==> src/lcrt_pkg.sv <==
// shared types and constants for the capture ring tap
package lcrt_pkg;

    localparam int unsigned QUEUE_DEPTH = 4;
    localparam logic [2:0]  FRAME_RST   = 3'd4;

    // classified request as it sits in the queue
    typedef struct packed {
        logic       is_rd;
        logic       blk_end;
        logic [7:0] data;
    } t_item;

    // side information that travels with one word through the read pipe
    typedef struct packed {
        logic [3:0]  cnt;
        logic        last;
        logic [2:0]  s0;
        logic [9:0]  len;
        logic [31:0] bytes;
        logic [31:0] blocks;
        logic [31:0] reads;
    } t_rd_meta;

endpackage

==> src/lcrt_front.sv <==
// request intake: classify, clamp the read length, queue for the back end
module lcrt_front #(
    parameter int unsigned CAP_BYTES = 512
) (
    input  logic                                i_clk,
    input  logic                                i_rst_n,
    input  logic                                i_valid,
    output logic                                o_ready,
    input  logic                                i_kind,
    input  logic [7:0]                          i_byte,
    input  logic                                i_blk_end,
    input  logic [31:0]                         i_len,
    output logic                                o_q_valid,
    output lcrt_pkg::t_item                     o_q_item,
    output logic [$clog2(CAP_BYTES):0]          o_q_len,
    input  logic                                i_q_pop
);
    import lcrt_pkg::*;

    localparam int unsigned LEN_W = $clog2(CAP_BYTES) + 1;
    localparam int unsigned PTR_W = $clog2(QUEUE_DEPTH);

    t_item              r_item [QUEUE_DEPTH];
    logic [LEN_W-1:0]   r_len  [QUEUE_DEPTH];
    logic [PTR_W-1:0]   r_wp;
    logic [PTR_W-1:0]   r_rp;
    logic [PTR_W:0]     r_cnt;

    logic               push;
    logic               pop;
    logic [LEN_W-1:0]   len_c;
    t_item              item_in;

    always_comb begin
        // anything above capacity is served as a full-ring request
        len_c = (i_len > 32'(CAP_BYTES)) ? LEN_W'(CAP_BYTES) : i_len[LEN_W-1:0];
        item_in.is_rd   = i_kind;
        item_in.blk_end = i_blk_end;
        item_in.data    = i_byte;
    end

    assign o_ready   = (r_cnt != (PTR_W+1)'(QUEUE_DEPTH));
    assign push      = i_valid && o_ready;
    assign o_q_valid = (r_cnt != '0);
    assign pop       = i_q_pop && o_q_valid;
    assign o_q_item  = r_item[r_rp];
    assign o_q_len   = r_len[r_rp];

    always_ff @(posedge i_clk) begin
        if (!i_rst_n) begin
            r_wp  <= '0;
            r_rp  <= '0;
            r_cnt <= '0;
        end else begin
            if (push) r_wp <= r_wp + 1'b1;
            if (pop)  r_rp <= r_rp + 1'b1;
            if (push && !pop) begin
                r_cnt <= r_cnt + 1'b1;
            end else if (pop && !push) begin
                r_cnt <= r_cnt - 1'b1;
            end
        end
    end

    always_ff @(posedge i_clk) begin
        if (push) begin
            r_item[r_wp] <= item_in;
            r_len[r_wp]  <= len_c;
        end
    end

endmodule

==> config.mk <==
export PLATFORM = sky130hd
export DESIGN_NAME = lcrt_front
export DESIGN_NICKNAME = d
export VERILOG_FILES = /design/src/lcrt_pkg.sv /design/src/lcrt_front.sv
export SDC_FILE = /design/constraint.sdc
export NUM_CORES = 1
export LEC_CHECK = 0
export BUFFER_PORTS_ARGS = -buffer_cell sky130_fd_sc_hd__clkbuf_2
export CAP_MARGIN = 40
export CORE_MARGIN = 2
export CORE_UTILIZATION = 54
export DETAILED_ROUTE_END_ITERATION = 10
export PLACE_DENSITY = 0.86
export SLEW_MARGIN = 20
export SYNTH_ARGS = -nofsm -noshare
export SYNTH_HDL_FRONTEND = slang
export SYNTH_SLANG_ARGS = --single-unit
==> constraint.sdc <==
create_clock -name i_clk -period 2.8 [get_ports i_clk]
set_clock_uncertainty 0.1 [all_clocks]
set_input_delay 0.14 -clock i_clk [delete_from_list [all_inputs] [get_ports i_clk]]
set_output_delay 0.14 -clock i_clk [all_outputs]
set_load 0.005 [all_outputs]
==> results.toml, run 1 <==
[yosys]
synth_seq_cells = 89
synth_edf_count = 80
yosys.cell_count.top_type = "edfxtp_1"
synthFlopType = "edfxtp_1"
synth_area_per_cell_um2 = 19.5
synthTopCellsByCount = "80 x edfxtp_1, 20 x mux4_2, 12 x inv_1"
synth_nets = 232
synth_seq_area_share_pct = 73.6
synth_cell_types = 26
syn_inst = 180
syn_area_mm2 = 0.00351
yosysWarnings = 0
netlist.area_leader.share_pct = 68.4
async_reset_ff_share_pct = 0
synth_top_area_cell = "edfxtp_1"
netlist_top_cells_area = "edfxtp_1 68%, mux4_2 13%, dfxtp_1 5.1%, ha_1 1.8%, nor4_1 1.4%"

[setup_path]
worstPathArrival_ns = 2.37
crit_path_end_kind = "flop"
worst_ep_required_time_ns = 2.98
rr_startpoint = "r_cnt[1]$_SDFFE_PN0P_"
crit_family = "adder cells"
path_cells = "o31ai_1 -> ha_1 -> inv_1 -> fa_1 -> xor2_1 -> or3_1 -> a21oi_1"
timing.rr.end = "r_cnt[2]$_SDFFE_PN0P_"
path_class = "flop to flop"
reg2reg_depth = 7
reg2reg_slack_ns = 0.61
cpPeakStageDelay_ns = 0.38
crit_buf_inv = 1
start_kind = "flop"
cp_max_fo = 6
slowest_stage = "o31ai_1"

[timing]
worstMarginPinSlew_ns = 0.771
setup_violations = 0
setup_tns_ns = 0
maxSlewViolCount = 0
min_period_ns = 2.19
hold_viol_final = 0
holdWs_ns = 0.0322
clock.fmax_ghz = 0.456
relSlewSlack_pct = 48.1
fin_crit_sh_pct = 78.3
rsz0062_at_grt = "false"

[cts]
clock_path_buffers = 2
clk_latency_ns = 0.34
hold_buffers = 10
cts_setup_buffers = 0
cts_root_buf = "clkbuf_8"
h-tree-depth = 3
tritoncts = "yes"
cts.sinks = 89
numCtsBuffers = 9
cts.repair.resized = 0
clkTransAtPathRegs_ns = 0.08

[die]
die_w_um = 84.6
io_pins = 68
die_h_um = 84.6
fp.coreArea_mm2 = 0.00631
start_util_pct = 55.6
placementRows = 29
dieArea_mm2 = 0.00716

[grt]
antenna_found_initial = 0
grt_pass1_wl_um = 9760
grt_max_degree = 21
grt_pass1_vias = 1996
grt.overflow.total = 0
grt_usage_pct = 18.4

[pwr]
power_density_mw_per_mm2 = 763
power.internal_mw = 2.42
p_clk_share_pct = 25.0
power_mw = 3.27
vdd_ir_drop_max_mv = 0.601
p_leak_nw = 1.55
p_sw_mw = 0.846
switching_share_pct = 25.9
power_frac_comb_pct = 24.6
seqPwrFrac_pct = 50.4

[drt]
dr.pass1.iters = 5
ant_nets = 0
num_vias = 1936
wl_um = 6110
via_per_inst = 5.52
first_iter_violations = 142
drc = 0
routedWlPerCell_um = 17.4

[hold_path]
hold_class = "input port to flop"
hold_path_end = "r_wp[1]$_SDFFE_PN0P_"
worstHoldPathCells = 3
min_from = "i_valid"

[finish]
n_antenna_cell = 0
fillers = 438
area_growth_pct = 22.0
postLayoutCellArea_mm2 = 0.00428
nets = 322
final_cells = 351
post_route_cells_drive_above_1_share_pct = 40.1

[place]
dpl.hpwl_um = 4160
dp_cells = 326
gp_congestion = 0.886
placed_area_mm2 = 0.00400
port_buffers = 67

[run]
maxCapViolCount = 0

[run_status]
status = "finished, final reports clean"
==> state kept, by name, indices dropped and copies added (netlist names), named ones only <==
name and cells:
r_wp 2, r_len 40, r_cnt 3, r_rp 2, r_item 40
==> metrics by stage <==
step,setup slack [ns],util [%]
finish,0.608,67.8
detailed placement,0.652,63.3
global route,0.448,67.8
floorplan,0.750,-
global placement,0.690,62.4
CTS,0.620,67.8
==> final cells by class <==
type                    instances  area (um2)  area share [%]
inverters                      12        45.0            1.05
multi-input cells              75         865            20.2
repair buffers                 83         510            11.9
clock inverters                 6        60.1            1.40
flip-flops and latches         89        2580            60.3
clock buffers                   9         124            2.89
well taps                      77        96.3            2.25
==> power by group through the flow <==
stage	sequential, mW	clock [mW]	combinational, mW
4_1_cts	1.65	0.833	0.821
6_report	1.64	0.818	0.803
2_1_floorplan	1.66	0	0.508
3_5_place_dp	1.68	0	0.805
3_3_place_gp	1.67	0	0.764
5_1_grt	1.66	0.884	0.886
==> cell families (layout without fill, tap and decap cells) <==
kind of cell	Yosys count	in the layout	share of synthesized area (%)
DFF	89	89	73.6
and+or+nand+nor	35	35	6.60
adders and majority gates	6	6	2.35
AOI/OAI and AO/OA	9	9	1.57
xor gates and xnor gates	4	4	0.998
muxes	21	21	13.1
buffers and inverters	16	110	1.78
==> cells in the final DEF (no fill, tap or decap), drive strengths merged <==
master       synthesis  final
xor2                 4      4
nand3                2      2
nor4b                4      4
dfxtp                9      9
fa                   1      1
bufinv               0      1
nand2                1      1
clkbuf               2     76
inv                 12     12
buf                  2      6
and3                 4      4
clkinv               0      5
edfxtp              80     80
a41oi                1      1
mux4                20     20
mux2i                1      1
o21ai                3      3
o311ai               1      1
nor4                11     11
o31ai                1      1
nand4                1      1
a21oi                3      3
ha                   5      5
nor3                 1      1
nor2                 7      7
dlygate4sd3          0     10
nor3b                1      1
or3                  3      3
==> worst max-delay path by stage <==
stage               slack, ns                   from  cells after the start               endpoint
finish                   0.61  r_cnt[1]$_SDFFE_PN0P_                      7  r_cnt[2]$_SDFFE_PN0P_
global route             0.45  r_cnt[1]$_SDFFE_PN0P_                      7  r_cnt[2]$_SDFFE_PN0P_
CTS                      0.62  r_cnt[1]$_SDFFE_PN0P_                      7  r_cnt[2]$_SDFFE_PN0P_
detailed placement       0.65  r_cnt[1]$_SDFFE_PN0P_                      7  r_cnt[2]$_SDFFE_PN0P_
global placement         0.69  r_cnt[1]$_SDFFE_PN0P_                      7  r_cnt[2]$_SDFFE_PN0P_
floorplan                0.75  r_cnt[1]$_SDFFE_PN0P_                      7  r_cnt[2]$_SDFFE_PN0P_
==> metal layers <==
metal / GRT usage (%) / wire, um
met3: 3.44 / 189
met4: 9.38 / 125
met5: 0 / 0
met2: 32.3 / 3430
met1: 21.5 / 2360
==> worst min-delay path, cell delays in order <==
cell      delay, ns
clkbuf_2       0.13
nand3_1        0.10
a21oi_1        0.06
Note: power is estimated with default switching activity, not from simulation.
==> run 2: changes to the inputs <==
--- a/config.mk
+++ b/config.mk
@@ -8,9 +8,9 @@
 export BUFFER_PORTS_ARGS = -buffer_cell sky130_fd_sc_hd__clkbuf_2
 export CAP_MARGIN = 40
 export CORE_MARGIN = 2
-export CORE_UTILIZATION = 54
+export CORE_UTILIZATION = 49
 export DETAILED_ROUTE_END_ITERATION = 10
-export PLACE_DENSITY = 0.86
+export PLACE_DENSITY = 0.83
 export SLEW_MARGIN = 20
 export SYNTH_ARGS = -nofsm -noshare
 export SYNTH_HDL_FRONTEND = slang
==> constraint.sdc (replaced) <==
create_clock -name i_clk -period 2 [get_ports i_clk]
set_clock_uncertainty 0.1 [all_clocks]
set_input_delay 0.1 -clock i_clk [delete_from_list [all_inputs] [get_ports i_clk]]
set_output_delay 0.1 -clock i_clk [all_outputs]
set_load 0.005 [all_outputs]
==> run 2 against run 1 <==
  * Fmax rose by 9.2%
  * Clock power rose by 48%
  * Critical path depth did not move
  * The run now ends with setup timing left
  * First-iteration DRC count rose by 22%
  * Via count rose by 0.67%
  * Largest power group unchanged
  * Combinational power rose by 54%
  * Design area rose by 3.8%
  * Core utilization fell by 3.1 points
  * Die area rose by 9.7%
  * Sequential cell count did not move
  * Non-clock buffer count rose by 14
  * Setup slack got worse by 0.62 ns
  * Largest cell class unchanged
  * Highest routed layer unchanged
==> results.toml, run 2 (synthesis gave the netlist of run 1 again) <==
[finish]
largestRegisters = "r_item x40, r_len x40, r_cnt x3"
mostFrequentLayoutCells = "80 x edfxtp_1, 66 x clkbuf_2, 20 x mux4_2, 18 x buf_4"
layout_commonest_cell = "edfxtp_1"
final_cells = 385
postLayoutCellArea_mm2 = 0.00445
post_route_cells_drive_above_1_share_pct = 45.7
area_growth_pct = 26.7
n_antenna_cell = 0
nets = 336
fin_util_pct = 64.7

[timing]
min_period_ns = 2.01
worstMarginPinSlew_ns = 0.645
maxSlewViolCount = 0
fin_ws_ns = -0.00782
relSlewSlack_pct = 56.6
fin_crit_sh_pct = 100
hold_viol_final = 0
clock.fmax_ghz = 0.498
setup_violations = 1
rsz0062_at_grt = "true"

[die]
die_w_um = 88.6
dieArea_mm2 = 0.00786
start_util_pct = 51.1
die_h_um = 88.6
io_pins = 68
fp.coreArea_mm2 = 0.00687
placementRows = 30

[place]
dpl.hpwl_um = 3860
dp_cells = 354
port_buffers = 67
post-place-ws_ns = -0.0522
placed_area_mm2 = 0.00408
gp_congestion = 0.783

[setup_path]
worstPathArrival_ns = 2.19
cp_max_fo = 3
path_class = "flop to flop"
crit_path_end_kind = "flop"
worst_ep_required_time_ns = 2.18
start_kind = "flop"

[pwr]
power_density_mw_per_mm2 = 1070
vdd_ir_drop_max_mv = 0.724
p_leak_nw = 1.61

[cts]
cts.sinks = 89
clock_path_buffers = 2
tritoncts = "yes"
clkTransAtPathRegs_ns = 0.09
cts_root_buf = "clkbuf_8"
numCtsBuffers = 9
clk_latency_ns = 0.34
h-tree-depth = 3

[drt]
num_vias = 1949
routedWlPerCell_um = 15.7
dr.pass1.iters = 4
ant_nets = 0
via_per_inst = 5.06
first_iter_violations = 173
wl_um = 6030
drc = 0

[run_status]
violations = "setup timing"
status = "finished with violations"

[hold_path]
hold_class = "input port to flop"

[grt]
grt_pass1_vias = 1869
grt_use_met3_pct = 4.29
grt_pass1_wl_um = 8860
grt_max_degree = 21
grt_busiest_layer = "met2"
use_met2_pct = 26.7
use_met1_pct = 19.3
antenna_found_initial = 0
grt.overflow.total = 0
grt_usage_pct = 15.9

[run]
maxCapViolCount = 0
==> run 2: cell types whose count changed in the layout (fill, tap and decap cells not counted), moves of 2 or more <==
| cell | delta |
|---|---|
| clkinv_1 | -2 |
| dfxtp_1 | -3 |
| buf_8 | -4 |
| buf_4 | +16 |
| clkinvlp_4 | +3 |
| dlygate4sd3_1 | +2 |
| dfxtp_2 | +3 |
==> run 2: area by class of cell <==
type	count	area [um2]
repair buffers	97	606
flip-flops and latches	89	2590
clock buffers	9	124
well taps	96	120
clock inverters	7	78.8
fillers	486	2420
multi-input cells	75	887
inverters	12	45.0
==> run 2: timing repair <==
item | in CTS | in global routing
hold buffers | 12 | 0
buffers inserted | 2 | 1
gates resized for setup | 5 | 4
cloned | 0 | 0
endpoints found under the hold margin | 47 | 0
pin swaps | 2 | 1
endpoints found under the setup margin | 1 | 1
==> run 2: final timing paths <==
kind                                end  slack (ns)                  start  cells past startpoint
hold reg to reg    r_wp[0]$_SDFFE_PN0P_        0.43   r_wp[0]$_SDFFE_PN0P_                      2
setup / recovery  r_cnt[2]$_SDFFE_PN0P_      -0.008  r_cnt[2]$_SDFFE_PN0P_                      7
hold / removal    r_len[3][1]$_DFFE_PP_        0.05               i_len[1]                      3
setup reg to reg  r_cnt[2]$_SDFFE_PN0P_      -0.008  r_cnt[2]$_SDFFE_PN0P_                      7
==> run 2: power breakdown <==
group	leakage (nW)	internal (mW)	switching, mW
sequential	0.788	2.23	0.0806
clock	0.0921	0.585	0.628
combinational	0.731	0.688	0.549
total	1.61	3.50	1.26
==> run 2: per-layer routing <==
layer | vias to the layer above | share of wire, %
li1 | 945 | -
met1 | 968 | 43
met2 | 32 | 53
met3 | 4 | 3.4
met4 | 0 | 1.1
met5 | - | 0
==> run 2: through the flow <==
| step | hold WS (ns) | setup TNS [ns] | power [mW] |
|---|---|---|---|
| 4_1_cts | 0.0235 | 0 | 4.79 |
| 5_1_grt | 0.0350 | -0.0871 | 5.00 |
| 3_3_place_gp | 0.218 | 0 | 3.50 |
| 3_5_place_dp | 0.227 | -0.0522 | 3.53 |
| 6_report | 0.0451 | -0.00782 | 4.76 |
| 2_1_floorplan | 0.0989 | 0 | 3.04 |
==> run 2: worst max-delay path, cell delays in order, from the launching register on <==
cell and delay (ns):
dfxtp_2 0.34, o31ai_4 0.26, ha_2 0.22, inv_1 0.05
fa_2 0.33, xor2_1 0.16, or3_1 0.34, a21oi_2 0.14
==> run 3: changes to the inputs <==
--- a/config.mk
+++ b/config.mk
@@ -7,10 +7,10 @@
 export LEC_CHECK = 0
 export BUFFER_PORTS_ARGS = -buffer_cell sky130_fd_sc_hd__clkbuf_2
 export CAP_MARGIN = 40
-export CORE_MARGIN = 2
 export CORE_UTILIZATION = 49
 export DETAILED_ROUTE_END_ITERATION = 10
 export PLACE_DENSITY = 0.83
+export SETUP_SLACK_MARGIN = 0.2
 export SLEW_MARGIN = 20
 export SYNTH_ARGS = -nofsm -noshare
 export SYNTH_HDL_FRONTEND = slang
==> run 3 against run 2 <==
  * The run now ends clean
  * Design area up 1.1%
  * Combinational power about the same
  * Fmax up 0.49%
  * Register-to-register slack about the same
  * Sequential cell count unchanged
  * Hold slack better by 0.012 ns
  * Non-clock buffer count up 4
  * Core utilization up 0.69 points
  * Largest cell class unchanged
==> results.toml, run 3 (synthesis gave the netlist of run 1 again) <==
[drt]
first_iter_violations = 186
num_vias = 2025
wl_um = 6490
dr.pass1.iters = 4
routedWlPerCell_um = 16.7
drc = 0
ant_nets = 0
via_per_inst = 5.21

[place]
dpl.hpwl_um = 4070
port_buffers = 67
placed_area_mm2 = 0.00409
gp_congestion = 0.835

[setup_path]
reg2reg_slack_ns = 0.002
rr_startpoint = "r_cnt[1]$_SDFFE_PN0P_"
cp_max_fo = 3
timing.rr.end = "r_cnt[2]$_SDFFE_PN0P_"
start_kind = "flop"
worstPathArrival_ns = 2.17
slowest_stage = "dfxtp_4"
crit_family = "adder cells"
path_cells = "o31ai_4 -> ha_2 -> inv_2 -> fa_2 -> xor2_1 -> or3_1 -> a21oi_1"
cpPeakStageDelay_ns = 0.37
crit_path_end_kind = "flop"
path_class = "flop to flop"
worst_ep_required_time_ns = 2.17
crit_buf_inv = 1
reg2reg_depth = 7

[timing]
maxSlewViolCount = 0
setup_violations = 0
hold_viol_final = 0
holdWs_ns = 0.0572
min_period_ns = 2.00
fin_crit_sh_pct = 99.9
relSlewSlack_pct = 58.9
clock.fmax_ghz = 0.500
rsz0062_at_grt = "true"
worstMarginPinSlew_ns = 0.608

[finish]
mostFrequentLayoutCells = "80 x edfxtp_1, 67 x clkbuf_2, 20 x mux4_2, 19 x buf_4, 12 x dlygate4sd3_1"
postLayoutCellArea_mm2 = 0.00449
post_route_cells_drive_above_1_share_pct = 47.1
layout_commonest_cell = "edfxtp_1"
nets = 340
fillers = 468
area_growth_pct = 28.1
n_antenna_cell = 0
largestRegisters = "r_item x40, r_len x40, r_cnt x3"

[cts]
h-tree-depth = 3
numCtsBuffers = 9
tritoncts = "yes"
clk_latency_ns = 0.34
clkTransAtPathRegs_ns = 0.10
cts.sinks = 89
cts_root_buf = "clkbuf_8"
clock_path_buffers = 2

[die]
start_util_pct = 51.1
fp.coreArea_mm2 = 0.00687
die_h_um = 86.6
die_w_um = 86.6
dieArea_mm2 = 0.00750
placementRows = 30
io_pins = 68

[hold_path]
worstHoldPathCells = 3
hold_path_end = "r_len[2][7]$_DFFE_PP_"
hold_class = "input port to flop"
min_from = "i_len[7]"

[pwr]
switching_share_pct = 26.8
vdd_ir_drop_max_mv = 0.768
power_mw = 4.84
power.internal_mw = 3.54
power_frac_comb_pct = 26.2
p_sw_mw = 1.30
p_clk_share_pct = 25.4
power_density_mw_per_mm2 = 1080
seqPwrFrac_pct = 48.5
p_leak_nw = 1.65

[grt]
grt_pass1_wl_um = 9690
use_met2_pct = 29.1
grt_busiest_layer = "met2"
antenna_found_initial = 0
grt_max_degree = 21
grt_pass1_vias = 1944
use_met1_pct = 23.4
grt.overflow.total = 0
grt_usage_pct = 18.1
grt_use_met3_pct = 4.29

[run_status]
status = "finished, final reports clean"

[run]
maxCapViolCount = 0
[run 3: cell count changes in the layout (fill, tap and decap cells not counted), sizes merged]
cell | previous run | this run
clkinv | 2 | 5
buf | 19 | 21
clkbuf | 75 | 77
clkinvlp | 3 | 0
[run 3: repair_timing]
| action | CTS | global route |
|---|---|---|
| setup endpoints to repair | 16 | 17 |
| cloned | 1 | 0 |
| setup buffers | 4 | 2 |
| resized for setup | 7 | 4 |
| endpoints found under the hold margin | 46 | 0 |
| hold buffers | 12 | 0 |
| pin swaps | 2 | 1 |
[run 3: metal layers]
metal | part of all wire, % | vias up
met1 | 42 | 999
met2 | 51 | 58
met3 | 4.9 | 12
li1 | - | 956
met5 | 0 | -
met4 | 2.1 | 0
[run 3: layout make-up]
| cell class | count | area (um2) | share of cell area [%] |
|---|---|---|---|
| tap | 96 | 120 | 2.67 |
| clock buffer | 9 | 124 | 2.76 |
| clock inverter | 7 | 78.8 | 1.75 |
| sequential | 89 | 2590 | 57.7 |
| multi-input combinational | 75 | 895 | 19.9 |
| inverter | 12 | 45.0 | 1.00 |
| timing repair buffer | 101 | 637 | 14.2 |
[run 3: power by group through the flow]
stage | sequential [mW] | combinational [mW] | clock (mW)
2_1_floorplan | 2.34 | 0.724 | 0
3_3_place_gp | 2.35 | 1.12 | 0
3_5_place_dp | 2.37 | 1.15 | 0
4_1_cts | 2.34 | 1.25 | 1.25
5_1_grt | 2.36 | 1.39 | 1.34
6_report | 2.34 | 1.27 | 1.23
[run 3: tightest hold or removal path, cell delays in order]
cell	delay, ns
clkbuf_2	0.08
inv_1	0.08
nor4_1	0.09
[run 3: metrics by stage]
stage               utilization (%)  TNS, ns  worst slack (ns)  std cells
CTS                            65.0        0            0.0236        387
global route                   65.4  -0.0662           -0.0662        389
global placement               59.5        0            0.0684        354
floorplan                         -        0             0.107        180
detailed placement             59.5        0           0.00673        354
finish                         65.4        0           0.00197        389
[run 3: worst max path at each step]
stage / start / cells after the start / to / slack, ns
global route: r_cnt[1]$_SDFFE_PN0P_ / 7 / r_cnt[2]$_SDFFE_PN0P_ / -0.07
finish: r_cnt[1]$_SDFFE_PN0P_ / 7 / r_cnt[2]$_SDFFE_PN0P_ / 0.002
floorplan: r_cnt[0]$_SDFFE_PN0P_ / 7 / r_cnt[2]$_SDFFE_PN0P_ / 0.11
CTS: r_cnt[1]$_SDFFE_PN0P_ / 7 / r_cnt[2]$_SDFFE_PN0P_ / 0.02
global placement: r_cnt[0]$_SDFFE_PN0P_ / 7 / r_cnt[2]$_SDFFE_PN0P_ / 0.07
detailed placement: r_cnt[2]$_SDFFE_PN0P_ / 7 / r_cnt[2]$_SDFFE_PN0P_ / 0.007
